File: config.mk
export PLATFORM = sky130hd
export DESIGN_NAME = segi_scale
export DESIGN_NICKNAME = d
export VERILOG_FILES = /design/src/rtl/segi_pkg.sv /design/src/rtl/segi_scale.sv
export SDC_FILE = /design/constraint.sdc
export NUM_CORES = 2
export LEC_CHECK = 0
export BUFFER_PORTS_ARGS = -buffer_cell sky130_fd_sc_hd__buf_2
export CAP_MARGIN = 25
export CORE_ASPECT_RATIO = 0.9
export CORE_MARGIN = 5
export CORE_UTILIZATION = 60
export DETAILED_ROUTE_END_ITERATION = 10
export HOLD_SLACK_MARGIN = 0.03
export PLACE_DENSITY = 0.78
export SLEW_MARGIN = 15
export SYNTH_ARGS = -nofsm -noshare
export SYNTH_HDL_FRONTEND = slang
export SYNTH_SLANG_ARGS = --single-unit
File: constraint.sdc
create_clock -name clock -period 7.8 [get_ports clock]
set_input_delay 0.39 -clock clock [delete_from_list [all_inputs] [get_ports clock]]
set_output_delay 0.39 -clock clock [all_outputs]
set_load 0.01 [all_outputs]
File: src/rtl/segi_pkg.sv
`default_nettype none
package segi_pkg;

   // default coordinate width of the segment end points
   localparam int COORD_WIDTH_DEF = 16;

   // result flags that travel with an item down the pipe
   typedef struct packed {
      logic hit;
      logic point_valid;
   } flags_type;

endpackage
`default_nettype wire

File: src/rtl/segi_scale.sv
`default_nettype none
module segi_scale #(
   parameter int COORD_WIDTH = segi_pkg::COORD_WIDTH_DEF
) (
   input  logic                            clock,
   input  logic                            reset,
   input  logic                            in_valid,
   output logic                            in_ready,
   input  segi_pkg::flags_type             in_flags,
   input  logic signed [COORD_WIDTH:0]     in_d1x,
   input  logic signed [COORD_WIDTH:0]     in_d1y,
   input  logic signed [COORD_WIDTH-1:0]   in_s1x,
   input  logic signed [COORD_WIDTH-1:0]   in_s1y,
   input  logic signed [2*COORD_WIDTH+2:0] in_tn,
   input  logic signed [2*COORD_WIDTH+2:0] in_den,
   input  logic                            out_ready,
   output logic                            out_valid,
   output segi_pkg::flags_type             out_flags,
   output logic [3*COORD_WIDTH+3:0]        out_mag [2],
   output logic                            out_neg [2],
   output logic [2*COORD_WIDTH+2:0]        out_den,
   output logic signed [COORD_WIDTH-1:0]   out_s [2]
);
   import segi_pkg::*;

   localparam int W   = COORD_WIDTH;
   localparam int DW  = W + 1;
   localparam int TW  = 2 * W + 3;
   localparam int LW  = W + 2;
   localparam int HW  = TW - LW;
   localparam int PLW = DW + LW + 1;
   localparam int PHW = DW + HW + 1;
   localparam int VW  = 3 * W + 4;
   localparam int NS  = 3;

   logic [NS-1:0] valid_ff;
   logic [NS-1:0] valid_in;
   logic [NS:0]   adv;

   logic signed [DW-1:0]  d_lane [2];
   logic signed [W-1:0]   s_lane [2];

   flags_type             flags_ff [NS];
   logic [TW-1:0]         den_ff [NS];
   logic signed [W-1:0]   s_ff [NS][2];

   logic signed [PLW-1:0] plo_in [2];
   logic signed [PLW-1:0] plo_ff [2];
   logic signed [PHW-1:0] phi_in [2];
   logic signed [PHW-1:0] phi_ff [2];
   logic signed [VW-1:0]  v_in [2];
   logic signed [VW-1:0]  v_ff [2];
   logic [VW-1:0]         mag_in [2];
   logic [VW-1:0]         mag_ff [2];
   logic                  neg_in [2];
   logic                  neg_ff [2];

   // stall chain
   always_comb begin
      adv[NS] = out_ready;
      for (int k = NS - 1; k >= 0; k--) begin
         adv[k] = !valid_ff[k] || adv[k + 1];
      end
   end

   always_comb begin
      valid_in[0] = adv[0] ? in_valid : valid_ff[0];
      for (int k = 1; k < NS; k++) begin
         valid_in[k] = adv[k] ? valid_ff[k - 1] : valid_ff[k];
      end
   end

   assign in_ready = adv[0];

   assign d_lane[0] = in_d1x;
   assign d_lane[1] = in_d1y;
   assign s_lane[0] = in_s1x;
   assign s_lane[1] = in_s1y;

   // d * tn as two partial products over the low and high halves of tn
   always_comb begin
      for (int l = 0; l < 2; l++) begin
         plo_in[l] = PLW'(d_lane[l]) * PLW'($signed({1'b0, in_tn[LW-1:0]}));
         phi_in[l] = PHW'(d_lane[l]) * PHW'($signed({1'b0, in_tn[TW-1:LW]}));
      end
   end

   // combine the partial products
   always_comb begin
      for (int l = 0; l < 2; l++) begin
         v_in[l] = (VW'(phi_ff[l]) <<< LW) + VW'(plo_ff[l]);
      end
   end

   // sign and magnitude for the divider
   always_comb begin
      for (int l = 0; l < 2; l++) begin
         neg_in[l] = v_ff[l][VW-1];
         mag_in[l] = $unsigned(v_ff[l][VW-1] ? -v_ff[l] : v_ff[l]);
      end
   end

   always_ff @(posedge clock) begin
      if (reset) begin
         valid_ff <= '0;
      end else begin
         valid_ff <= valid_in;
      end
   end

   always_ff @(posedge clock) begin
      if (adv[0]) begin
         flags_ff[0] <= in_flags;
         den_ff[0]   <= in_den;
         s_ff[0]     <= s_lane;
         plo_ff      <= plo_in;
         phi_ff      <= phi_in;
      end
      for (int k = 1; k < NS; k++) begin
         if (adv[k]) begin
            flags_ff[k] <= flags_ff[k - 1];
            den_ff[k]   <= den_ff[k - 1];
            s_ff[k]     <= s_ff[k - 1];
         end
      end
      if (adv[1]) begin
         v_ff <= v_in;
      end
      if (adv[2]) begin
         mag_ff <= mag_in;
         neg_ff <= neg_in;
      end
   end

   assign out_valid = valid_ff[NS-1];
   assign out_flags = flags_ff[NS-1];
   assign out_mag   = mag_ff;
   assign out_neg   = neg_ff;
   assign out_den   = den_ff[NS-1];
   assign out_s     = s_ff[NS-1];

endmodule
`default_nettype wire

==> impl_metrics.csv <==
group,metric,value,unit
layout,area_growth,8.259,%
drt,detail-route-antenna-nets,0,
sta,worst_slew_pin_slew,954.6,ps
sta,finalHoldViolCount,0,
placed_design,place_hpwl,114600,um
yosys,ys_ff_latch,560,
sta,setup_viol,0,
critical_path,start_kind,"input pin",
drt,finalWirelength,148200,um
floorplan,die_area,111000,sq um
layout,drive_gt1_share,8.329,%
clock_network,clock_sinks,560,
sta,drv_slew,0,
clock_network,clkLatencyLatePin,640,ps
yosys,synth_edf_count,557,
grt,grt.overflow.total,0,
yosys,synthDistinctLibCells,75,
min_path,worstHoldPathCells,4,
yosys,synth_ff_type,"edfxtp_1",
min_path,hold_class,"input pin to flip-flop",
placed_design,numPortBuffers,318,
outcome,status,"finished clean",
clock_network,cts_root_buf,"clkbuf_16",
yosys,synth.yosys.seq_area_share,26.78,%
sta,rsz0062_at_grt,"no",
sta,fin_ws,1123,ps
drt,drc_errors,0,
grt,grt_pass1_vias,45110,
sta,fin_crit_sh,85.60,%
floorplan,fp-row-count,112,
clock_network,cts_tree,"built",
yosys,syn_inst,5971,
yosys,synth_area_per_cell,10.50,sq um
critical_path,cp-end-kind,"flip-flop",
drt,vias,42760,
grt,grt_use_total,27.38,%
clock_network,cts-buffers-inserted,55,
critical_path,critical_path_class,"input pin to flip-flop",
critical_path,crit_fanout,34,
layout,post-route-util,65.43,%
yosys,syn_area,62680,sq um
floorplan,start_util,60.44,%
critical_path,r2r_end,"out_mag[100]",
yosys,syn-num-nets,7615,
critical_path,rr_startpoint,"v_ff[67]",
drt,drt-vias-per-instance,5.627,
floorplan,die_x,350.7,um
sta,fmax,0.1498,GHz
placed_design,post-place-ws,612.2,ps
min_path,worstHoldStart,"out_ready",
sta,finClkSkew,14.45,ps
yosys,synth-async-reset-ratio,0,%
clock_network,clk_path_buf_depth,3,
grt,grt_max_degree,108,
floorplan,fp.dieH,316.6,um
critical_path,cp.required,8170,ps
floorplan,core_area,103700,sq um
drt,firstDrtPassIters,6,
clock_network,htree_num_levels,2,
sta,fin_setup_tns,0,ps
drt,drtIter0Drc,3481,
placed_design,gp_congestion,0.9326,
grt,grt_pass1_wl,240200,um
yosys,yosysWarnings,0,
run,drv_cap,0,
floorplan,io_pins,319,
critical_path,crit_arrival,7050,ps
sta,slew_headroom,36.36,%
grt,grt_antenna_before_repair,20,
layout,nets,7817,
critical_path,setup.reg_to_reg.worst_slack,3920,ps
critical_path,rr_worst_depth,8,
clock_network,cts.reportedPaths.clkPinSlew,60,ps
min_path,holdPathEnd,"valid_ff[2]",
sta,period_minus_slack,6677,ps
drt,wire_per_inst,19.50,um
registers in the layout (all words and copies together) (netlist names):
signal    flops
den_ff      105
out_mag     104
v_ff        102
s_ff         96
plo_ff       72
phi_ff       68
flags_ff      6
valid_ff      3
neg_in        2
out_neg       2
critical path, stage by stage:
cell and delay, ps:
buf_2 640, nand2_1 210, fa_1 550, fa_1 520, fa_1 510, inv_1 60
fa_1 460, fa_1 550, inv_1 60, fa_1 470, inv_1 50, ha_1 360
a21o_1 190, a21oi_1 220, nand2_1 80, o211ai_1 210, a2111oi_0 180, o41ai_1 600
o21ai_0 320, a211oi_1 310, xnor2_1 90
cell type report:
cell class              instances  area (sq um)
fillers                      7951         35850
well taps                    1368          1712
multi-input cells            3988         40300
inverters                    1106          4161
flip-flops and latches        560         16790
repair buffers                462          2863
clock buffers                  59          1413
diodes                         12         30.03
clock inverters                44         590.6
cell usage in the layout (no fill, tap or decap), drive strengths merged, types with 6 or more instances in the layout:
cell type and n:
inv 1112, fa 928, nand2 654, and2 581
ha 574, edfxtp 557, buf 391, xnor2 232
a21oi 151, nor2 133, o21ai 129, a21o 106
dlygate4sd3 71, clkbuf 59, nand2b 52, xor2 48
nand3 39, o31ai 38, nor3 24, o21bai 22
clkinv 22, o21a 21, or3 21, nor2b 20
a211oi 19, nand4 18, or4 18, a31oi 16
o41ai 16, and3 14, o211ai 13, diode 12
bufinv 12, o31a 9, a21boi 7, a211o 7
or2 6
stage by stage:
step                hold WS, ps  instances  cell area [sq um]
floorplan                 400.3       5971              62680
global placement          400.3       7413              65110
detailed placement        404.5       7413              65110
CTS                       70.65       7587              67820
global route              150.7       7591              67830
finish                    118.3       7599              67850
timing repair:
| item | 4_1_cts | 5_1_grt |
|---|---|---|
| hold buffers | 71 | 0 |
| setup buffers | 0 | 0 |
| endpoints found under the hold margin | 72 | 0 |
| gates resized for setup | 0 | 0 |
synthesized netlist by cell type (4+ instances only):
master / instances / area share [%]
o21a_1: 21 / 0.25
or3_1: 19 / 0.19
o21ai_0: 129 / 1.0
o31ai_1: 35 / 0.42
a31o_2: 5 / 0.070
o22ai_1: 4 / 0.040
a21oi_1: 151 / 1.2
nor2_1: 132 / 0.79
edfxtp_1: 557 / 27
o41ai_1: 15 / 0.21
or4_1: 12 / 0.14
and4_1: 5 / 0.070
a31oi_1: 16 / 0.16
buf_4: 69 / 0.83
a2111oi_0: 4 / 0.056
ha_1: 574 / 11
clkbuf_1: 248 / 1.5
and3_1: 14 / 0.14
nand4_1: 18 / 0.18
a221oi_1: 5 / 0.070
a211oi_1: 19 / 0.23
nand3_1: 39 / 0.31
o31a_1: 9 / 0.13
and2_1: 581 / 5.8
nor2b_1: 20 / 0.20
inv_1: 1106 / 6.6
nor3_1: 24 / 0.19
o21bai_1: 22 / 0.26
a21o_1: 106 / 1.3
xor2_1: 48 / 0.67
or4_4: 6 / 0.11
a41oi_1: 5 / 0.070
nand2_1: 653 / 3.9
a2111o_1: 5 / 0.090
xnor2_1: 232 / 3.2
a21boi_0: 7 / 0.084
a211o_1: 7 / 0.098
fa_1: 928 / 30
nand2b_1: 50 / 0.50
o211ai_1: 13 / 0.16
worst max path at each step:
stage                     slack [ps]         end       from  cells after the start
final                           1120  plo_ff[71]  in_tn[13]                     21
after global routing             770  plo_ff[71]  in_tn[13]                     21
after CTS                       1250  plo_ff[71]  in_tn[13]                     21
after detailed placement         610  plo_ff[71]  in_tn[13]                     21
after global placement           760  phi_ff[33]  in_d1y[2]                     22
after floorplan                 1400  phi_ff[68]  in_d1x[8]                     24
metal layers:
metal,GRT usage [%],part of all wire [%]
met1,39.29,42
met2,43.21,45
met3,6.249,10
met4,6.236,2.2
met5,0,0.026
kinds of logic after synthesis:
family                   share of synthesized area [%]
AO/OA/AOI/OAI                                    6.326
XOR/XNOR                                         3.913
flip-flops                                       26.78
AND/OR/NAND/NOR                                  12.94
adder cells (fa/ha/maj)                          41.10
buffers and inverters                            8.935
Power is left out: the tool's default activity adds up to more than one toggle a clock period on the data nets, which glitch-free logic cannot reach.
